`config.mk`:
```
export PLATFORM = sky130hd
export DESIGN_NAME = particle_sensor_frame_parser
export DESIGN_NICKNAME = d
export VERILOG_FILES = /design/src/rtl/psfp_pkg.sv /design/src/rtl/particle_sensor_frame_parser.sv
export SDC_FILE = /design/constraint.sdc
export NUM_CORES = 1
export LEC_CHECK = 0
export BUFFER_PORTS_ARGS = -buffer_cell sky130_fd_sc_hd__buf_2
export CAP_MARGIN = 15
export CORE_ASPECT_RATIO = 0.8
export CORE_MARGIN = 2
export CORE_UTILIZATION = 50
export CTS_CLUSTER_SIZE = 14
export DETAILED_ROUTE_END_ITERATION = 8
export GPL_TIMING_DRIVEN = 1
export PLACE_DENSITY = 0.7
export SYNTH_ARGS = -nofsm -noshare
export SYNTH_HDL_FRONTEND = slang
export SYNTH_SLANG_ARGS = --single-unit
```
`constraint.sdc`:
```
create_clock -name clk -period 9.95 [get_ports clk]
set_clock_uncertainty 0.05 [all_clocks]
set_input_delay 0.4975 -clock clk [delete_from_list [all_inputs] [get_ports clk]]
set_output_delay 0.4975 -clock clk [all_outputs]
set_load 0.01 [all_outputs]
```
`src/rtl/psfp_pkg.sv`:
```
`timescale 1ns / 1ps
// Shared constants for the particulate sensor frame parser.
// No dependencies.
package psfp_pkg;

  localparam int unsigned POS_W      = 5;
  localparam int unsigned SUM_W      = 16;
  localparam int unsigned VALUE_W    = 16;
  localparam int unsigned NUM_VALUES = 6;
  localparam int unsigned IDX_W      = 3;

  localparam logic [7:0] START_A     = 8'h42;
  localparam logic [7:0] START_B     = 8'h44;
  localparam logic [7:0] SECOND_BYTE = 8'h4d;

  localparam logic [POS_W-1:0] POS_START      = 5'd0;
  localparam logic [POS_W-1:0] POS_SECOND     = 5'd1;
  localparam logic [POS_W-1:0] POS_VALUE_LO   = 5'd4;
  localparam logic [POS_W-1:0] POS_VALUE_HI   = 5'd15;
  localparam logic [POS_W-1:0] POS_CHECK_HIGH = 5'd30;
  localparam logic [POS_W-1:0] POS_LAST       = 5'd31;

endpackage

```
`src/rtl/particle_sensor_frame_parser.sv`:
```
`timescale 1ns / 1ps
// Particulate sensor frame parser: byte stream in, frame position and held values out.
// Depends on psfp_pkg.
//
// Usage:
//   Input channel in_valid/in_ready carries one received byte (rx_byte) per request.
//   Output channel out_valid/out_ready returns one result per input byte: the next
//   expected frame position, frame_ok for a completed frame with a matching check
//   word, and the six published concentrations (already updated by that byte).
//   The byte is captured in an input register, then the position/sum/staging
//   logic updates the frame state and result register. Throughput is one byte
//   per cycle while the receiver accepts results; the single running 16-bit sum,
//   the position counter, value staging and check byte capture are the per-byte work.
//   When the receiver stalls, the result register holds and one more byte can wait in
//   the input register; in_ready drops only in reset or when both are full and blocked.
//   Synchronous reset clears position, sum, check byte, published values and both
//   valid flags; no byte is accepted during reset.
module particle_sensor_frame_parser (
  input  logic        clk,
  input  logic        rst,
  input  logic        in_valid,
  output logic        in_ready,
  input  logic [7:0]  rx_byte,
  output logic        out_valid,
  input  logic        out_ready,
  output logic [4:0]  next_position,
  output logic        frame_ok,
  output logic [15:0] pm1_standard,
  output logic [15:0] pm25_standard,
  output logic [15:0] pm10_standard,
  output logic [15:0] pm1_ambient,
  output logic [15:0] pm25_ambient,
  output logic [15:0] pm10_ambient
);

  logic                          byte_valid;
  logic [7:0]                    byte_q;
  logic                          res_ready;
  logic                          advance;

  logic [psfp_pkg::POS_W-1:0]    frame_position;
  logic [psfp_pkg::POS_W-1:0]    frame_position_next;
  logic [psfp_pkg::SUM_W-1:0]    byte_sum;
  logic [psfp_pkg::SUM_W-1:0]    byte_sum_next;
  logic [7:0]                    check_high_byte;
  logic [psfp_pkg::VALUE_W-1:0]  staged_values    [psfp_pkg::NUM_VALUES];
  logic [psfp_pkg::VALUE_W-1:0]  published_values [psfp_pkg::NUM_VALUES];

  logic                          ok_next;
  logic                          stage_we;
  logic [psfp_pkg::POS_W-1:0]    value_off;
  logic [psfp_pkg::IDX_W-1:0]    stage_idx;
  logic [psfp_pkg::SUM_W-1:0]    check_word;

  assign res_ready = !out_valid || out_ready;
  assign in_ready  = !rst && (!byte_valid || res_ready);
  assign advance   = byte_valid && res_ready;

  assign value_off  = frame_position - psfp_pkg::POS_VALUE_LO;
  assign stage_idx  = value_off[psfp_pkg::IDX_W:1];
  assign check_word = {check_high_byte, byte_q};

  always_comb begin
    frame_position_next = frame_position + 5'd1;
    byte_sum_next       = byte_sum + {8'd0, byte_q};
    ok_next             = 1'b0;
    stage_we            = 1'b0;
    priority if (frame_position == psfp_pkg::POS_START) begin
      byte_sum_next = {8'd0, byte_q};
      if (byte_q != psfp_pkg::START_A && byte_q != psfp_pkg::START_B) begin
        frame_position_next = psfp_pkg::POS_START;
        byte_sum_next       = byte_sum;
      end
    end else if (frame_position == psfp_pkg::POS_SECOND) begin
      if (byte_q != psfp_pkg::SECOND_BYTE) begin
        frame_position_next = psfp_pkg::POS_START;
        byte_sum_next       = byte_sum;
      end
    end else if (frame_position < psfp_pkg::POS_CHECK_HIGH) begin
      stage_we = (frame_position >= psfp_pkg::POS_VALUE_LO) &&
                 (frame_position <= psfp_pkg::POS_VALUE_HI);
    end else begin
      byte_sum_next = byte_sum;
      ok_next       = (frame_position == psfp_pkg::POS_LAST) && (check_word == byte_sum);
    end
  end

  always_ff @(posedge clk) begin
    if (rst) begin
      byte_valid      <= 1'b0;
      out_valid       <= 1'b0;
      frame_ok        <= 1'b0;
      frame_position  <= psfp_pkg::POS_START;
      byte_sum        <= '0;
      check_high_byte <= '0;
      for (int i = 0; i < psfp_pkg::NUM_VALUES; i++) begin
        published_values[i] <= '0;
      end
    end else begin
      if (in_ready) begin
        byte_valid <= in_valid;
      end
      if (res_ready) begin
        out_valid <= byte_valid;
      end
      if (advance) begin
        frame_position <= frame_position_next;
        byte_sum       <= byte_sum_next;
        frame_ok       <= ok_next;
        if (frame_position == psfp_pkg::POS_CHECK_HIGH) begin
          check_high_byte <= byte_q;
        end
        if (ok_next) begin
          for (int i = 0; i < psfp_pkg::NUM_VALUES; i++) begin
            published_values[i] <= staged_values[i];
          end
        end
      end
    end
  end

  // payload only
  always_ff @(posedge clk) begin
    if (in_valid && in_ready) begin
      byte_q <= rx_byte;
    end
    if (advance && stage_we) begin
      staged_values[stage_idx] <= {staged_values[stage_idx][7:0], byte_q};
    end
  end

  assign next_position = frame_position;
  assign pm1_standard  = published_values[0];
  assign pm25_standard = published_values[1];
  assign pm10_standard = published_values[2];
  assign pm1_ambient   = published_values[3];
  assign pm25_ambient  = published_values[4];
  assign pm10_ambient  = published_values[5];

  a_ok_ends_frame: assert property (@(posedge clk) disable iff (rst)
    (out_valid && frame_ok) |-> (next_position == psfp_pkg::POS_START))
    else $error("frame_ok with nonzero next position");

  a_ok_only_at_last: assert property (@(posedge clk) disable iff (rst)
    (advance && frame_position != psfp_pkg::POS_LAST) |=> !frame_ok)
    else $error("frame_ok from a byte other than the last");

  a_publish_needs_ok: assert property (@(posedge clk) disable iff (rst)
    (!$past(rst) && !$stable(pm25_ambient)) |-> (frame_ok && out_valid))
    else $error("published value changed without an accepted frame");

endmodule

```
# After elaboration in Yosys (flattened, before gate mapping)
# Memories as Yosys holds them, arrays and structs flattened.
# Cells that the tools add are included.
[op_classes]
eq_ne = 9
reduce_logical = 16
n_addsub = 3
n_mux = 29
bitwise = 6
order_cmp = 3
[ops]
columns = ["operator", "n"]
rows = [
  ["two-way mux 16 bit", 11],
  ["inequality test 8 x 7 -> 1 bit, second input constant", 3],
  ["two-way mux 5 bit", 4],
  ["adder 16 x 8 -> 16 bit", 1],
  ["== test 16 bit", 1],
  ["two-way mux 1 bit", 14],
  ["== test 5 bit, second input constant", 2],
  ["logical AND 1 bit", 7],
  ["bitwise OR 1 bit", 6],
  ["adder 5 x 1 -> 5 bit, second input constant", 1],
  ["== test 5 x 1 -> 1 bit, second input constant", 1],
  [">= comparator 5 x 3 -> 1 bit, second input constant", 1],
  ["<= comparator 5 x 4 -> 1 bit, second input constant", 1],
  ["logical NOT 5 bit", 1],
  ["less-than comparator 5 bit, second input constant", 1],
  ["AND reduction 4 bit", 1],
  ["subtractor 4 x 3 -> 4 bit, second input constant", 1],
  ["logical NOT 1 bit", 3],
  ["inequality test 3 bit, second input constant", 1],
  ["nonzero test 3 bit", 1],
  ["logical OR 1 bit", 2],
  ["inequality test 2 bit, second input constant", 1],
  ["AND reduction 2 bit", 1],
]
[totals]
output_inout_bits = 104
inputBits = 12
memories = 2
elab_cells = 75
ramBits = 192
register_bits = 40
[mem_list]
columns = ["name", "words", "width", "read_ports", "rd_ports_with_merged_regs", "write_ports", "line", "source"]
rows = [
  ["published_values", 6, 16, 6, 0, 6, "particle_sensor_frame_parser.sv:47", "logic [psfp_pkg::VALUE_W-1:0] published_values [psfp_pkg::NUM_VALUES];"],
  ["staged_values", 6, 16, 7, 0, 1, "particle_sensor_frame_parser.sv:46", "logic [psfp_pkg::VALUE_W-1:0] staged_values [psfp_pkg::NUM_VALUES];"],
]

# Longest topological paths before layout
# Gate-level depths: netlist of the first run.
[logic_depth]
ltp_word = 10
depth_mapped = 9
mapped_depth_nobuf = 7

# Worst setup path after synthesis of the first run
# No wires, ideal clock.
[synth_timing]
kind = "register to register"
start = "register byte_q[7]"
end = "memory published_values[0][0] (netlist bit) (enable)"
arrival_time_ns = 4.042
slack_ns = 5.387
period_less_slack_ns = 4.563
stages_incl_launch_ff = 5
required_ns = 9.429
path_buffers = 0
cell_sequence = "edfxtp_1 ha_1 or4_1 or4_1 nand2b_1"
[synth_rtl]
columns = ["item", "line", "source"]
rows = [
  ["from (decl)", "particle_sensor_frame_parser.sv:37", "logic [7:0] byte_q;"],
  ["from (signal assigned)", "particle_sensor_frame_parser.sv:125", "byte_q <= rx_byte;"],
  ["to (decl)", "particle_sensor_frame_parser.sv:47", ""],
]

==> out/summary.txt, run 1 <==
Status: completed
Final design utilization: 60.2%
Post-synthesis adder-cell area fraction: 2.48%
Top cells by area, synth: edfxtp_1, dfxtp_1, and2_1
Final net count: 774
WL met1: 9.16 mm
Die width: 161 um
Area leader, netlist: edfxtp_1
EDFF count, synth: 216
DR WL met3: 1.37 mm
Commonest cells in the netlist: edfxtp_1, and2_1, dfxtp_1
RSZ-0062 raised after global routing: false
Max_slew headroom: 27.2%
Clock Latency Late Sink: 0.52 ns
Maxcap violations: 0
Synth Area in Compound Gates: 3.73%
ANT cells: 0
Total Power: 2180 uW
Yosys Warn Count: 0
Via count: 5506
Final hold vios: 0
Finish-stage setup viols: 0
CTS tree: done
CP delay by family, top: simple AND/OR/NAND/NOR gates
First-pass GRT wire length: 29.9 mm
Yosys reg bits: 248
Critical path's slowest cell: dfxtp_1
Fill cells: 1446
Crit path launch: next_position[2]
Syn_nets: 651
HP Class: input port to register
Placed cell area: 10700 um^2
Layout cells sized above 1: 24.5%
Met2 routed WL: 8.84 mm
Main synth FF type: edfxtp_1
Setup repair bufs after CTS: 0
Total Routed Length: 19.8 mm
DR pass1 iterations: 5
CP cell instances: inv_1 > nor4_4 > nand2_1 > or4_1 > nand2b_4 > buf_4 > buf_12
Worst Min Path Start: rx_byte[1]
IO buf count: 115
Post-synthesis sequential area ratio: 72.1%
Slew Limit Fails: 0
Syn Inst Count: 620
CTS Hold Bufs: 0
Gpl congestion: 0.852
Synth cell types: 49
Max clock buf depth: 3
Leak pwr: 0.00423 uW
Worst R2R Start: next_position[2]
Multi-input logic area: 2600 um^2
Die Footprint: 20900 um^2
Worst Tran Pin Value: 1.09 ns
CP bufs+invs: 3
Post-route cell area: 11600 um^2
Hpwl dp: 12.6 mm
CTS Buf Count: 25
Die H: 130 um
Power per cell area: 188 nW/um^2
Largest net degree at the start of global routing: 97
Total global-route track usage: 18.8%
Mux cell area share after synthesis: 6.28%
Standard-cell rows: 45
P&R area growth vs syn: 16.9%
Kind of critical path: register to register
Antenna violations before repair: 0
Yosys top cell area share: 65.6%
Fmax: 236 MHz
Core Area: 19200 um^2
Simple-gate portion of the synthesized area: 12.5%
Final antenna-violating net count: 0
Cell chosen for the clock root: clkbuf_16
CTS H-Tree Depth: 1
Sink Count: 248
Routed len/inst: 19.5 um
Critical Path Start Type: register
DR iter-0 viols: 398
Fin Setup TNS: 0 ns
Mean Syn Cell Area: 15.9 um^2
Reg area: 7130 um^2
Starting Density: 51.5%
Largest family of logic cells by synthesized area: simple AND/OR/NAND/NOR gates
Worst EP arrival: 4.38 ns
Crit share post-route: 42.5%
Endpoint class of the critical path: register
Most frequent cell after synthesis: edfxtp_1
IO Count: 116
Synth async-reset ratio: 0%
PostCTS Resize Cnt: 0
Number of global-route vias before repair: 5224
Critical Path RT: 10.10 ns
Worst-path fanout max: 49
Clock-pin slew on the worst setup and hold paths: 0.06 ns
Grt ovf: 0
VDD IR max: 0.000139 V
Crit path largest cell delay: 1.04 ns
# DRC: 0
Top layer in use: met4
Dpl ws: 5.58 ns
Fin crit period: 4.23 ns
Mapped cell area: 9880 um^2
Vias per inst: 5.41
Setup ws final: 5.72 ns
XOR/XNOR share of the synthesized area: 1.15%
## cell families after synthesis
logic type,count (synthesis)
buffers and inverters,33
adders and majority gates,19
DFF,248
muxes,41
and+or+nand+nor,209
AOI/OAI and AO/OA,57
xor gates and xnor gates,13
## stage by stage
step / instances / hold WS, ns
after detailed placement: 971 / 0.434
after CTS: 1014 / 0.0916
after global routing: 1017 / 0.0952
final: 1017 / 0.105
after floorplan: 620 / 0.404
after global placement: 971 / 0.421
## per-layer routing
metal	global-route usage (%)	up-vias
li1	-	2572
met1	27.6	2679
met2	29.5	223
met3	3.34	32
met4	4.99	0
met5	0	-
## worst register-to-register path: stages, from the launching register on
cell,delay [ns]
dfxtp_1,1.04
inv_1,0.32
nor4_4,0.66
nand2_1,0.21
or4_1,0.64
nand2b_4,0.10
buf_4,0.52
buf_12,0.36
## power by group
| part | total (uW) | switching [uW] | internal (uW) |
|---|---|---|---|
| clock network | 960 | 371 | 589 |
| registers | 1160 | 12.9 | 1150 |
| logic | 56.4 | 35.6 | 20.8 |
## sequential cells by signal (all words and copies together) (netlist names)
name and count:
byte_q 8, byte_sum 16, byte_valid 1, check_high_byte 8, frame_ok 1, next_position 5, out_valid 1, published_values 96
staged_values 112
## cells in the final DEF, fill, tap and decap left out, types with 6 or more instances in the layout
cell	instances
mux2i_1	17
o21ai_0	10
inv_1	7
nor2_1	21
and3_1	9
xor2_1	8
a21oi_1	18
mux2_2	8
nand3_1	6
dfxtp_1	32
a211oi_1	6
nand2b_1	14
nand2_1	24
nor4_1	10
buf_2	115
edfxtp_1	216
and2_1	102
nand4_1	7
ha_1	18
mux4_2	16
clkbuf_16	25
## area by class of cell
type | count | share of cell area, %
well taps | 258 | 2.79
inverters | 8 | 0.260
clock buffers | 29 | 5.55
repair buffers | 121 | 5.52
multi-input cells | 339 | 22.5
flip-flops and latches | 248 | 61.7
clock inverters | 14 | 1.71
## path summary, 6_finish.rpt
kind | end | slack [ns] | cells past startpoint
setup / recovery | published_values[1][15] | 5.72 | 7
hold / removal | byte_q[1] | 0.10 | 1
setup reg to reg | published_values[1][15] | 5.72 | 7
hold reg to reg | byte_sum[15] | 0.44 | 2
Note: power is estimated with default switching activity, not from simulation.
==> run 2, diff against run 1 <==
--- a/config.mk
+++ b/config.mk
@@ -13,7 +13,7 @@
 export CTS_CLUSTER_SIZE = 14
 export DETAILED_ROUTE_END_ITERATION = 8
 export GPL_TIMING_DRIVEN = 1
-export PLACE_DENSITY = 0.7
+export PLACE_DENSITY = 0.73
 export SYNTH_ARGS = -nofsm -noshare
 export SYNTH_HDL_FRONTEND = slang
 export SYNTH_SLANG_ARGS = --single-unit
==> constraint.sdc (replaced) <==
create_clock -name clk -period 3.89 [get_ports clk]
set_clock_uncertainty 0.05 [all_clocks]
set_input_delay 0.1945 -clock clk [delete_from_list [all_inputs] [get_ports clk]]
set_output_delay 0.1945 -clock clk [all_outputs]
set_load 0.01 [all_outputs]
==> out/summary.txt, run 2 (synthesis results as in run 1) <==
Die H: 130 um (unchanged)
Worst EP arrival: 3.13 ns (-1.25 ns)
Final antenna-violating net count: 0 (unchanged)
VDD IR max: 0.000286 V (+110%)
Hold path depth: 2 (+1)
P&R area growth vs syn: 16.8%
CTS H-Tree Depth: 1 (unchanged)
Largest net degree at the start of global routing: 97 (unchanged)
CTS tree: done
CP delay by family, top: simple AND/OR/NAND/NOR gates
Final hold vios: 0 (unchanged)
Standard-cell rows: 45 (unchanged)
Net switching power: 1060 uW (+150%)
Layout cells sized above 1: 24.3% (-0.19 points)
CTS Buf Count: 24 (-4.0%)
Routed len/inst: 19.7 um (+1.1%)
Logic pwr share: 2.9% (+0.3 points)
Kind of critical path: register to register
Critical Path RT: 3.99 ns (-6.11 ns)
Die width: 161 um (unchanged)
CP cell instances: ha_1 > or4_1 > or4_1 > nand2b_4 > buf_4
IO buf count: 115 (unchanged)
Largest register FFs: 112 (unchanged)
Maxcap violations: 0 (unchanged)
# DRC: 0 (unchanged)
Hpwl dp: 13.9 mm (+10%)
Max_slew headroom: 40.6% (+13 points)
Fin crit period: 3.03 ns (-1.20 ns)
Core Area: 19200 um^2 (unchanged)
Status: completed
RSZ-0062 raised after global routing: false
Worst hold endpoint: check_high_byte[0]
Crit share post-route: 77.9% (+35 points)
Total Routed Length: 20.2 mm (+2.1%)
Worst Tran Pin Value: 0.891 ns (-0.200 ns)
Cell chosen for the clock root: clkbuf_16
R2R depth: 5 (-2)
Slew Limit Fails: 0 (unchanged)
ANT cells: 0 (unchanged)
Crit path largest cell delay: 0.58 ns (-0.46 ns)
First-pass GRT wire length: 31.2 mm (+4.2%)
Via count: 5643 (+2.5%)
CP bufs+invs: 1 (-2)
Fin Setup TNS: 0 ns (unchanged)
Total global-route track usage: 19.4% (+0.62 points)
R2r setup slk: 0.86 ns (-4.86 ns)
Starting Density: 51.5% (unchanged)
DR pass1 iterations: 4 (-1)
Fmax: 330 MHz (+40%)
HP Class: input port to register
Max clock buf depth: 3 (unchanged)
Worst R2R Start: byte_q[5]
Largest Register: staged_values
Post-route cell area: 11500 um^2 (-0.11%)
Worst Min Path Start: rst
IO Count: 116 (unchanged)
Clock-pin slew on the worst setup and hold paths: 0.06 ns (about the same)
Critical Path Start Type: register
Most frequent cells in the layout: edfxtp_1, buf_2, and2_1
Commonest non-fill, non-tap cell in the layout: edfxtp_1
Switch share: 20.1% (+0.86 points)
Antenna violations before repair: 0 (unchanged)
Clock Latency Late Sink: 0.52 ns (about the same)
Gpl congestion: 0.863 (+1.4%)
Number of global-route vias before repair: 5368 (+2.8%)
Finish-stage setup viols: 0 (unchanged)
Critical path's slowest cell: edfxtp_1
Pint: 4200 uW (+140%)
Power per cell area: 455 nW/um^2 (+140%)
Most common cell on crit path: or4_1
R2r endpoint: published_values[1][3]
Vias per inst: 5.49 (+1.5%)
Worst-path fanout max: 36 (-27%)
DR iter-0 viols: 417 (+4.8%)
Die Footprint: 20900 um^2 (unchanged)
Grt ovf: 0 (unchanged)
Final net count: 785 (+1.4%)
Flop pwr share: 56.4% (+3.1 points)
Biggest regs: staged_values (112), published_values (96), byte_sum (16)
Placed cell area: 10700 um^2 (+0.40%)
Leak pwr: 0.00423 uW (-0.17%)
Endpoint class of the critical path: register
Sink Count: 248 (unchanged)
Clock power share: 40.7% (-3.4 points)
PostCTS Resize Cnt: 0 (unchanged)
[run 2: changes by cell type in the layout (fill, tap and decap cells not counted), sizes merged]
cell and delta:
clkbuf +2, dlygate4sd3 +10, clkinvlp +1, buf +3, bufinv -4, dlymetal6s2s -1, clkinv +1, inv -2
[run 2: through the flow]
step,hold WS (ns),setup slack (ns),utilization (%),total power [uW],cells
CTS,0.0980,0.855,60.1,5290,1026
global placement,0.323,0.953,55.8,3160,975
finish,0.127,0.860,60.1,5250,1027
global route,0.132,0.729,60.1,5410,1027
detailed placement,0.324,0.848,55.8,3170,975
floorplan,0.243,0.391,-,3080,620
[run 2: timing repair]
action,4_1_cts,5_1_grt
hold endpoints to repair,10,0
hold buffers,10,0
buffers inserted,0,0
[run 2: worst max path at each step]
stage,start,endpoint,slack [ns],cells after the start
CTS,byte_q[5],published_values[0][2],0.85,5
detailed placement,byte_q[5],published_values[1][14],0.85,5
global route,byte_q[0],published_values[2][3],0.73,6
global placement,byte_q[0],published_values[3][13],0.95,6
finish,byte_q[5],published_values[1][3],0.86,5
floorplan,byte_q[7],published_values[0][0],0.39,4
[run 2: final cells by class]
class                   instances  area [um^2]
inverters                       8         30.0
repair buffers                133          748
clock inverters                10         88.8
well taps                     258          323
fillers                      1471         7660
multi-input cells             339         2600
flip-flops and latches        248         7130
clock buffers                  31          627
[run 2: power groups by stage]
stage	sequential, uW	combinational (uW)	clock, uW
finish	2960	155	2140
global route	2970	167	2270
CTS	2960	155	2170
detailed placement	3020	148	0
global placement	3010	145	0
floorplan	3040	42.0	0
[run 2: metal layers]
metal | up-vias | part of all wire, % | track usage [%]
li1 | 2588 | - | -
met1 | 2786 | 45 | 28.2
met2 | 236 | 46 | 30.8
met3 | 33 | 6.9 | 3.56
met4 | 0 | 1.9 | 4.78
met5 | - | 0 | 0
